==> src/rtl/ase_pkg.sv <==
// Shared types and constants for the array sort engine.
// Used by ase_cell and array_sort_engine; depends on nothing else.
package ase_pkg;

  localparam int DATA_WIDTH    = 32;
  localparam int DEFAULT_DEPTH = 64;
  localparam int ADDR_WIDTH    = 2;
  localparam int CFG_WIDTH     = 32;

  typedef logic signed [DATA_WIDTH-1:0] value_t;

  typedef struct packed {
    logic signed [DATA_WIDTH-1:0] element_value;
    logic                         final_element;
  } in_item_t;

  typedef struct packed {
    logic signed [DATA_WIDTH-1:0] sorted_value;
    logic                         end_of_set;
    logic                         overflow_flag;
  } out_item_t;

  // Commands broadcast from the controller to every cell of the chain.
  typedef struct packed {
    logic insert;
    logic drain_asc;
    logic drain_desc;
  } ase_ctl_t;

endpackage

==> src/rtl/ase_cell.sv <==
// One cell of the sorting chain: holds one element and its valid bit.
// Depends on ase_pkg for the value and command types.
module ase_cell
  import ase_pkg::*;
(
  input  logic     clk,
  input  logic     rst_n,
  input  ase_ctl_t ctl,
  input  value_t   new_value,
  input  value_t   left_value,
  input  logic     left_valid,
  input  logic     left_gt,
  input  value_t   right_value,
  input  logic     right_valid,
  output value_t   value_o,
  output logic     valid_o,
  output logic     gt_o,
  output value_t   top_value_o
);

  value_t value_r, value_nxt;
  logic   valid_r, valid_nxt;
  logic   gt;
  logic   is_top;

  // An empty cell behaves as positive infinity, so the chain stays ascending
  // with all empty cells above the held elements.
  assign gt     = !valid_r || (value_r > new_value);
  assign is_top = valid_r && !right_valid;

  always_comb begin
    value_nxt = value_r;
    valid_nxt = valid_r;
    if (ctl.insert) begin
      if (gt) begin
        value_nxt = left_gt ? left_value : new_value;
        valid_nxt = left_gt ? left_valid : 1'b1;
      end
    end else if (ctl.drain_asc) begin
      value_nxt = right_value;
      valid_nxt = right_valid;
    end else if (ctl.drain_desc) begin
      valid_nxt = valid_r && right_valid;
    end
  end

  always_ff @(posedge clk) begin
    if (!rst_n) begin
      valid_r <= 1'b0;
    end else begin
      valid_r <= valid_nxt;
    end
  end

  always_ff @(posedge clk) begin
    value_r <= value_nxt;
  end

  assign value_o     = value_r;
  assign valid_o     = valid_r;
  assign gt_o        = gt;
  assign top_value_o = is_top ? value_r : '0;

endmodule

==> config.mk <==
export PLATFORM = sky130hd
export DESIGN_NAME = ase_cell
export DESIGN_NICKNAME = d
export VERILOG_FILES = /design/src/rtl/ase_pkg.sv /design/src/rtl/ase_cell.sv
export SDC_FILE = /design/constraint.sdc
export NUM_CORES = 1
export LEC_CHECK = 0
export BUFFER_PORTS_ARGS = -buffer_cell sky130_fd_sc_hd__buf_2
export CAP_MARGIN = 20
export CORE_MARGIN = 10
export CORE_UTILIZATION = 40
export CTS_CLUSTER_DIAMETER = 60
export DETAILED_ROUTE_END_ITERATION = 16
export PLACE_DENSITY_LB_ADDON = 0.05
export SLEW_MARGIN = 20
export SYNTH_ARGS = -nofsm -noshare
export SYNTH_HDL_FRONTEND = slang
export SYNTH_SLANG_ARGS = --single-unit
export TNS_END_PERCENT = 100
==> constraint.sdc <==
create_clock -name clk -period 3.3 [get_ports clk]
set_clock_uncertainty 0.2 [all_clocks]
set_input_delay 0.495 -clock clk [delete_from_list [all_inputs] [get_ports clk]]
set_output_delay 0.495 -clock clk [all_outputs]
set_load 0.05 [all_outputs]
==> summary.md, run 1 <==
| Metric | Value |
|---|---|
| Status | finished clean |
| RSZ-0062 raised after global routing | no |
| First-pass GRT wire length | 13400 microns |
| Static leakage | 2.02 nW |
| Layout Cells excl Fill | 552 |
| Synth Register Bits | 33 |
| Total Neg Setup Slack | 0 ns |
| Most frequent cells in the layout | 168 x buf_2, 49 x a21oi_1, 34 x inv_1 |
| CTS Buffer Depth | 2 |
| Syn Area/Cell | 9.00 sq um |
| Drt pass-1 iters | 4 |
| Clock share of power | 19.4% |
| Mapped Area | 0.00275 sq mm |
| P_int | 0.872 mW |
| Period utilization | 94.1% |
| Fmax | 0.322 GHz |
| Vias per cell | 4.85 |
| Number of port buffers | about 170 |
| Dpl hpwl | 7060 microns |
| Slew HR | 50.0% |
| Placer Congestion | 0.749 |
| Initial antenna violation count | 2 |
| Sw Share | 41.4% |
| CP Max Fanout | 3 |
| Die X | 103 microns |
| Sequential share of the synthesized area | 35.7% |
| Sequential share of power | 37.2% |
| Worst reg2reg startpoint | value_o[5]$_DFFE_PP_ |
| Post-route design area | 0.00378 sq mm |
| Worst min-delay path class | input port to register |
| Fin crit period | approximately 3.1 ns |
| Clock latency at the later pin of the worst-skew pair | 0.28 ns |
| Worst vdd ir | 0.000161 V |
| Global Route Usage Sum | 15.9% |
| DIE HEIGHT | 103 microns |
| Share of the synthesized area in the top cell type | a little over a third |
| Cell taking the most area after synthesis | edfxtp_1 |
| Boundary Pins | between 150 and 200 |
| 1st-iter DRT viols | 42 |
| Core footprint | 0.00672 sq mm |
| Final Hold Vio Count | 0 |
| CTS tree | built |
| Switch Pwr | 0.617 mW |
| Slew @ Worst Pin | ~0.75 ns |
| Hold_sp | rst_n |
| Share of cells above drive strength 1 | about 39% |
| Clock slew seen by the registers of the worst setup and hold paths | 0.06 ns |
| Max Cap Viol | 0 |
| Wire per inst | 15.6 microns |
| Ranking of synthesized cells by area | edfxtp_1 35%, ha_1 15%, mux2i_1 12% |
| H-Tree Depth | 2 |
| Total die area | roughly 0.011 sq mm |
| Synth Net Count | 441 |
| Most common cell after layout, fill and taps aside | buf_2 |
| Root Buffer | clkbuf_8 |
| Worst setup startpoint | value_o[5]$_DFFE_PP_ |
| Cell count after placement | 544 |
| Area Overhead vs Synth | 37.6% |
| Flop2flop setup slack | 0.47 ns |
| Pwr dens | 394 mW/mm^2 |
| Data arrival, critical path | 2.41 ns |
| Crit path capture type | primary output |
| Startpoint types | register |
| Synth warnings | 0 |
| Pwr Total | roughly 1.5 mW |
| Largest net degree at the start of global routing | 45 |
| Via count | 2679 |
| Critical Path RT | between 2 and 3 ns |
| DRC Markers | 0 |
| Crit Path Class | register to primary output |
| Post-synth EDFFs | 32 |
| Distinct cell type count after synthesis | 31 |
| GRT Residual Overflow | 0 |
| Post-synth ARST share | 0% |
| CTS Sinks | 33 |
| Initial Utilization | about two fifths |
| Final setup vio count | 0 |
| Vias in the first global route | 2788 |
| Final Max Slew Viols | 0 |
| Cells after Synth | 305 |
| DP Area | 0.00370 sq mm |
| Row Count | 30 |
| Nets@finish | between 600 and 700 |
| Most used DFF post-synth | edfxtp_1 |
| Final ANT Viol Nets | 0 |
| WL final | 8630 microns |
| Logic pwr share | a little over two fifths |
| Number of CTS-inserted buffers | 5 |
==> sequential cells by signal, indices dropped and copies added, names as in the netlist <==
signal / flops
valid_o: 1
value_o: 32
==> repair_timing <==
| action | 4_1_cts | 5_1_grt |
|---|---|---|
| setup buffers | 0 | 0 |
| hold buffers | 0 | 0 |
| endpoints found under the setup margin | 0 | 1 |
| hold endpoints to repair | 0 | 0 |
| resized for setup | 0 | 2 |
==> synthesized netlist by cell type, types with 3 or more instances <==
master	instances
clkbuf_1	8
nand2_1	10
and2_1	32
nor2_1	32
mux2i_1	32
buf_1	3
edfxtp_1	32
ha_1	32
nand4_1	7
o21ai_1	4
a21oi_1	49
o21a_1	3
buf_2	4
nand3_1	3
inv_1	34
==> layout make-up <==
| type | count | area (sq um) |
|---|---|---|
| Multi-Input combinational cell | 223 | 1580 |
| Fill cell | 641 | 2940 |
| Timing Repair Buffer | 174 | 911 |
| Inverter | 34 | 128 |
| Antenna cell | 1 | 2.50 |
| Tap cell | 80 | 100 |
| Sequential cell | 33 | 981 |
| Clock inverter | 1 | 3.75 |
| Clock buffer | 6 | 72.6 |
==> power groups by stage <==
stage	sequential (mW)	combinational (mW)	clock, mW
6_report	0.553	0.647	0.288
5_1_grt	0.561	0.709	0.310
4_1_cts	0.554	0.655	0.300
3_3_place_gp	0.561	0.645	0
3_5_place_dp	0.563	0.653	0
2_1_floorplan	0.714	0.300	0
==> path summary, 6_finish.rpt <==
kind / cells after the start / end
worst max-delay path: 8 / gt_o
worst min-delay path: 3 / valid_o$_SDFFE_PN0P_
worst max register to register: 9 / value_o[26]$_DFFE_PP_
worst min register to register: 2 / valid_o$_SDFFE_PN0P_
==> worst max-delay path, stage by stage (launching register included) <==
cell      delay, ns
edfxtp_1       0.42
ha_1           0.31
a21oi_1        0.16
o21ai_1        0.10
a221oi_2       0.30
o221ai_2       0.16
a211o_1        0.29
o211ai_1       0.13
buf_4          0.25
==> metal layers <==
layer	global-route usage [%]	wire (microns)	vias to the layer above
met5	0	0	-
met4	3.10	70	0
met3	5.83	792	7
met2	27.5	4110	95
met1	18.5	3650	1164
li1	-	-	1413
==> logic make-up (layout without fill, tap and decap cells) <==
logic type	count (synthesis)	count (layout)	share of synthesized area, %
AO/OA/AOI/OAI	66	66	13.6
adder cells (fa/ha/maj)	32	32	14.6
buffers and inverters	49	215	6.88
flip-flops	33	33	35.7
multiplexers	32	32	11.7
other	0	1	0
AND/OR/NAND/NOR	93	93	17.6
==> through the flow <==
stage	hold slack, ns	setup WS [ns]	utilization [%]
4_1_cts	0.264	0.105	56.2
5_1_grt	0.280	0.00716	56.2
6_report	0.269	0.193	56.2
3_5_place_dp	0.418	0.225	55.0
3_3_place_gp	0.386	0.238	55.0
2_1_floorplan	0.433	0.0375	-
Power figures use the tool's default switching activity.
==> run 2, diff against run 1 <==
--- a/config.mk
+++ b/config.mk
@@ -8,7 +8,7 @@
 export BUFFER_PORTS_ARGS = -buffer_cell sky130_fd_sc_hd__buf_2
 export CAP_MARGIN = 20
 export CORE_MARGIN = 10
-export CORE_UTILIZATION = 40
+export CORE_UTILIZATION = 35
 export CTS_CLUSTER_DIAMETER = 60
 export DETAILED_ROUTE_END_ITERATION = 16
 export PLACE_DENSITY_LB_ADDON = 0.05
==> constraint.sdc (replaced) <==
create_clock -name clk -period 3.3 [get_ports clk]
set_clock_uncertainty 0.2 [all_clocks]
set_input_delay 0.495 -clock clk [delete_from_list [all_inputs] [get_ports clk]]
set_output_delay 0.495 -clock clk [all_outputs]
set_load 0.1 [all_outputs]
==> summary.md, run 2 (same netlist as run 1, synthesis figures left out) <==
| Metric | Value |
|---|---|
| Sequential share of power | 31.6% (was 37.2%) |
| CP Max Fanout | 3 (unchanged) |
| Pwr dens | 455 mW/mm^2 (was 394 mW/mm^2) |
| Postcts setup bufs | 0 (unchanged) |
| CTS tree | built (unchanged) |
| Logic pwr share | 51.7% (was 43.5%) |
| Vias per cell | 4.73 (was 4.85) |
| Via count | 2720 (was 2679) |
| H-Tree Depth | 2 (unchanged) |
| P_int | 0.893 mW (was 0.872 mW) |
| Global Route Usage Sum | 14.4% (was 15.9%) |
| Wl on met1 | 3710 microns (was 3650 microns) |
| Crit path capture type | primary output (unchanged) |
| Worst vdd ir | 0.000215 V (was 0.000161 V) |
| Hold_sp | rst_n (unchanged) |
| Startpoint types | register (unchanged) |
| Dpl hpwl | 7300 microns (was 7060 microns) |
| Final Max Slew Viols | 0 (unchanged) |
| Final setup vio count | 0 (unchanged) |
| WL final | 8800 microns (was 8630 microns) |
| Area Overhead vs Synth | 41.4% (was 37.6%) |
| Filler Cell Count | 794 (was 641) |
| Most frequent cells in the layout | 168 x buf_2, 49 x a21oi_1, 34 x inv_1 (unchanged) |
| Max reg flops | 32 (unchanged) |
| Most common cell after layout, fill and taps aside | buf_2 (unchanged) |
| Period utilization | 93.0% (was 94.1%) |
| Root Buffer | clkbuf_8 (unchanged) |
| RR Endpoint | value_o[24]$_DFFE_PP_ (was value_o[26]$_DFFE_PP_) |
| First-pass GRT wire length | 13800 microns (was 13400 microns) |
| Worst reg2reg startpoint | value_o[14]$_DFFE_PP_ (was value_o[5]$_DFFE_PP_) |
| Post-Place Setup Slack | 0.297 ns (was 0.225 ns) |
| DR WL met3 | 833 microns (was 792 microns) |
| 1st-iter DRT viols | 57 (was 42) |
| Initial antenna violation count | 0 (was 2) |
| Fin crit period | 3.07 ns (was 3.11 ns) |
| Diode count | 0 (was 1) |
| Row Count | 32 (was 30) |
| Top routing layer used | met4 (unchanged) |
| Critical Path RT | 2.60 ns (about the same) |
| Core footprint | 0.00769 sq mm (was 0.00672 sq mm) |
| Crit Path Class | register to primary output (unchanged) |
| Sw Share | 49.4% (was 41.4%) |
| Initial Utilization | 35.7% (was 40.9%) |
| Placer Congestion | 0.794 (was 0.749) |
| Status | finished clean (unchanged) |
| GRT Residual Overflow | 0 (unchanged) |
| Final Util | 50.5% (was 56.2%) |
| Slew HR | 61.9% (was 50.0%) |
| Clock slew seen by the registers of the worst setup and hold paths | 0.07 ns (was 0.06 ns) |
| Post-route design area | 0.00388 sq mm (was 0.00378 sq mm) |
| Number of CTS-inserted buffers | 5 (unchanged) |
| Drt pass-1 iters | 4 (unchanged) |
| Number of port buffers | 169 (unchanged) |
| Share of cells above drive strength 1 | 40.0% (was 39.1%) |
| Cts hold-fix bufs | 0 (unchanged) |
| CTS Sinks | 33 (unchanged) |
| Switch Pwr | 0.873 mW (was 0.617 mW) |
| Total die area | 0.0118 sq mm (was 0.0106 sq mm) |
| Final ANT Viol Nets | 0 (unchanged) |
| Fmax | 0.326 GHz (was 0.322 GHz) |
| Flop2flop setup slack | 0.52 ns (was 0.47 ns) |
| Vias in the first global route | 2911 (was 2788) |
| FF-to-FF path depth | 8 (was 9) |
| Static leakage | 2.03 nW (was 2.02 nW) |
| DRC Markers | 0 (unchanged) |
| Clock latency at the later pin of the worst-skew pair | 0.28 ns (about the same) |
| Boundary Pins | 170 (unchanged) |
| Worst min-delay path class | input port to register (unchanged) |
| Met2 wire length | 4160 microns (was 4110 microns) |
| DP Area | 0.00380 sq mm (was 0.00370 sq mm) |
| Wire per inst | 15.3 microns (was 15.6 microns) |
| Final Hold Vio Count | 0 (unchanged) |
| Hold WS | 0.256 ns (was 0.269 ns) |
| DIE HEIGHT | 109 microns (was 103 microns) |
| Data arrival, critical path | 2.38 ns (was 2.41 ns) |
| Final worst slack | 0.230 ns (was 0.193 ns) |
| Die X | 109 microns (was 103 microns) |
| Hold depth | 3 (unchanged) |
| Hold Path Sink | valid_o$_SDFFE_PN0P_ (unchanged) |
| CTS Buffer Depth | 2 (unchanged) |
| Max Cap Viol | 0 (unchanged) |
| Nets@finish | 608 (was 607) |
| Worst setup startpoint | value_o[14]$_DFFE_PP_ (was value_o[5]$_DFFE_PP_) |
| Clock share of power | 16.7% (was 19.4%) |
| Largest net degree at the start of global routing | 34 (was 45) |
| RSZ-0062 raised after global routing | no (unchanged) |
| Slew @ Worst Pin | 0.571 ns (was 0.751 ns) |
| Post-CTS Resized | 0 (unchanged) |
-- run 2: area by class of cell --
type / instances / area (sq um) / share of cell area [%]
clock buffers: 8 / 80.1 / 2.06
multi-input cells: 223 / 1640 / 42.1
well taps: 102 / 128 / 3.29
repair buffers: 175 / 931 / 24.0
inverters: 34 / 128 / 3.29
flip-flops and latches: 33 / 981 / 25.3
-- run 2: power by group through the flow --
stage	Clock, mW	Combinational, mW	Sequential, mW
after global routing	0.332	0.977	0.564
after detailed placement	0	0.922	0.567
after global placement	0	0.915	0.566
final	0.295	0.913	0.557
after floorplan	0	0.390	0.882
after CTS	0.310	0.924	0.558
-- run 2: layer usage --
layer	global-route usage (%)	up-vias
met3	5.89	7
met4	3.30	0
met5	0	-
met2	25.0	95
li1	-	1413
met1	16.3	1205
-- run 2: critical path: stages, from the launching register on --
cell and delay (ns):
edfxtp_1 0.44, ha_4 0.30, nand4_1 0.18, or3_1 0.37, o221ai_2 0.20, a21oi_1 0.11
o211ai_1 0.27, buf_12 0.21
-- run 2: stage by stage --
stage / power, mW / cells / setup TNS, ns
2_1_floorplan: 1.27 / 305 / -0.866
6_report: 1.77 / 575 / 0
3_5_place_dp: 1.49 / 567 / 0
3_3_place_gp: 1.48 / 567 / 0
4_1_cts: 1.79 / 575 / 0
5_1_grt: 1.87 / 575 / 0
-- run 2: worst max-delay path by stage --
stage / endpoint / slack, ns
6_report: gt_o / 0.23
5_1_grt: gt_o / 0.05
4_1_cts: gt_o / 0.18
3_5_place_dp: gt_o / 0.30
3_3_place_gp: value_o[7]$_DFFE_PP_ / 0.33
2_1_floorplan: gt_o / -0.87
==> run 3, diff against run 2 <==
--- a/config.mk
+++ b/config.mk
@@ -12,7 +12,7 @@
 export CTS_CLUSTER_DIAMETER = 60
 export DETAILED_ROUTE_END_ITERATION = 16
 export PLACE_DENSITY_LB_ADDON = 0.05
-export SLEW_MARGIN = 20
+export SLEW_MARGIN = 5
 export SYNTH_ARGS = -nofsm -noshare
 export SYNTH_HDL_FRONTEND = slang
 export SYNTH_SLANG_ARGS = --single-unit
==> constraint.sdc (replaced) <==
create_clock -name clk -period 2.7 [get_ports clk]
set_clock_uncertainty 0.2 [all_clocks]
set_input_delay 0.405 -clock clk [delete_from_list [all_inputs] [get_ports clk]]
set_output_delay 0.405 -clock clk [all_outputs]
set_load 0.1 [all_outputs]
==> summary.md, run 3 (same netlist as run 1, synthesis figures left out) <==
| Metric | Value |
|---|---|
| CP Max Fanout | 2 (was 3) |
| Worst reg2reg startpoint | value_o[5]$_DFFE_PP_ (was value_o[14]$_DFFE_PP_) |
| Slew HR | 61.7% (was 61.9%) |
| Worst min-delay path class | input port to register (unchanged) |
| Final ANT Viol Nets | 0 (unchanged) |
| Clock latency at the later pin of the worst-skew pair | 0.29 ns (was 0.28 ns) |
| Post-route design area | 0.00419 sq mm (was 0.00388 sq mm) |
| H-Tree Depth | 2 (unchanged) |
| Clock slew seen by the registers of the worst setup and hold paths | 0.07 ns (about the same) |
| Global Route Usage Sum | 14.3% (was 14.4%) |
| DRC Markers | 0 (unchanged) |
| Final Hold Vio Count | 0 (unchanged) |
| Number of port buffers | 169 (unchanged) |
| Pwr dens | 540 mW/mm^2 (was 455 mW/mm^2) |
| CTS Buffer Depth | 2 (unchanged) |
| Critical Path RT | 2.10 ns (was 2.60 ns) |
| Failing checks | negative setup slack |
| 1st-iter DRT viols | 80 (was 57) |
| Fmax | 0.334 GHz |
| Crit Path Class | register to primary output (unchanged) |
| GRT Residual Overflow | 0 (unchanged) |
| Worst vdd ir | 0.000235 V (was 0.000215 V) |
| FF-to-FF path depth | 8 (unchanged) |
| Max Cap Viol | 0 (unchanged) |
| Cell count after placement | 581 (was 567) |
| Static leakage | 2.18 nW (was 2.03 nW) |
| Final worst slack | -0.290 ns (was 0.230 ns) |
| Boundary Pins | 170 (unchanged) |
| Most frequent cells in the layout | 168 x buf_2, 47 x a21oi_1, 34 x inv_1 (was 168 x buf_2, 49 x a21oi_1, 34 x inv_1) |
| Max reg flops | 32 (unchanged) |
| Initial antenna violation count | 0 (unchanged) |
| Core footprint | 0.00769 sq mm (unchanged) |
| Hold_sp | rst_n (unchanged) |
| CTS tree | built (unchanged) |
| Dpl hpwl | 7370 microns (was 7300 microns) |
| Final setup vio count | 9 (was 0) |
| DIE HEIGHT | 109 microns (unchanged) |
| Share of cells above drive strength 1 | 45.1% (was 40.0%) |
| Crit path to | gt_o (unchanged) |
| Area Overhead vs Synth | 52.5% (was 41.4%) |
| Row Count | 32 (unchanged) |
| Placer Congestion | 0.817 (was 0.794) |
| Layout Cells excl Fill | 597 (was 575) |
| Status | finished with violations (was finished clean) |
| Number of CTS-inserted buffers | 5 (unchanged) |
| Nets@finish | 630 (was 608) |
| Drt pass-1 iters | 4 (unchanged) |
| Largest net degree at the start of global routing | 45 (was 34) |
| Wire per inst | 15.5 microns (was 15.3 microns) |
| WL final | 9230 microns (was 8800 microns) |
| Period utilization | 111% |
| Diode count | 0 (unchanged) |
| Fin crit period | 2.99 ns |
| Total Neg Setup Slack | -0.320 ns (was 0 ns) |
| First-pass GRT wire length | 13500 microns (was 13800 microns) |
| Final Max Slew Viols | 0 (unchanged) |
| Final Util | 54.5% (was 50.5%) |
| Post-Place Setup Slack | -0.146 ns (was 0.297 ns) |
| Total die area | 0.0118 sq mm (unchanged) |
| DP Area | 0.00392 sq mm (was 0.00380 sq mm) |
| RSZ-0062 raised after global routing | yes (was no) |
| CTS Sinks | 33 (unchanged) |
| Die X | 109 microns (unchanged) |
| Via count | 2827 (was 2720) |
| Worst setup startpoint | value_o[5]$_DFFE_PP_ (was value_o[14]$_DFFE_PP_) |
| Initial Utilization | 35.7% (unchanged) |
| Most common cell after layout, fill and taps aside | buf_2 (unchanged) |
| Vias in the first global route | 2789 (was 2911) |
| Root Buffer | clkbuf_8 (unchanged) |
| Cts hold-fix bufs | 0 (unchanged) |
| Data arrival, critical path | 2.38 ns (about the same) |
| Startpoint types | register (unchanged) |
| RR Endpoint | value_o[6]$_DFFE_PP_ (was value_o[24]$_DFFE_PP_) |
| Slew @ Worst Pin | 0.574 ns (was 0.571 ns) |
| Vias per cell | 4.74 (was 4.73) |
| Crit path capture type | primary output (unchanged) |
| Flop2flop setup slack | 0 ns (was 0.52 ns) |
run 3: routing by layer:
metal | track usage (%) | share of wire (%) | vias up | routed length, microns
met5 | 0 | 0 | - | 0
met4 | 3.86 | 1.2 | 0 | 108
met3 | 6.07 | 9.9 | 10 | 916
met2 | 23.9 | 46 | 104 | 4240
met1 | 16.5 | 43 | 1253 | 3960
li1 | - | - | 1460 | -
run 3: repair_timing:
action	CTS	global route
endpoints found under the setup margin	33	33
resized for setup	0	9
buffers inserted	1	4
pin swaps	1	8
cloned	0	3
run 3: area by class of cell:
class,count,area (sq um)
Timing Repair Buffer,197,1170
Clock inverter,3,17.5
Fill cell,763,3500
Sequential cell,33,982
Clock buffer,5,68.8
Inverter,34,128
Tap cell,102,128
Multi-Input combinational cell,223,1700
run 3: stage by stage:
stage	hold WS, ns	power, mW
after floorplan	0.336	1.56
final	0.155	2.26
after CTS	0.141	2.24
after detailed placement	0.378	1.85
after global placement	0.390	1.85
after global routing	0.142	2.39
run 3: critical path: stages (launching register included):
cell and delay, ns:
edfxtp_1 0.44, ha_4 0.30, nand4_1 0.11, or3_1 0.40, o221ai_2 0.22, a21oi_2 0.09, o211ai_1 0.26, clkbuf_16 0.26
run 3: how the worst min path moves through the flow:
stage | endpoint | slack (ns) | cells past startpoint
after floorplan | valid_o$_SDFFE_PN0P_ | 0.34 | 2
after global placement | valid_o$_SDFFE_PN0P_ | 0.39 | 2
after detailed placement | valid_o$_SDFFE_PN0P_ | 0.38 | 2
after CTS | valid_o$_SDFFE_PN0P_ | 0.14 | 3
after global routing | valid_o$_SDFFE_PN0P_ | 0.14 | 3
final | valid_o$_SDFFE_PN0P_ | 0.15 | 3
run 3: power breakdown:
| part | leakage [nW] | total [mW] | internal [mW] | switching [mW] |
|---|---|---|---|---|
| clock network | 0.0439 | 0.370 | 0.178 | 0.192 |
| logic | 1.81 | 1.21 | 0.340 | 0.870 |
| registers | 0.325 | 0.680 | 0.636 | 0.0441 |
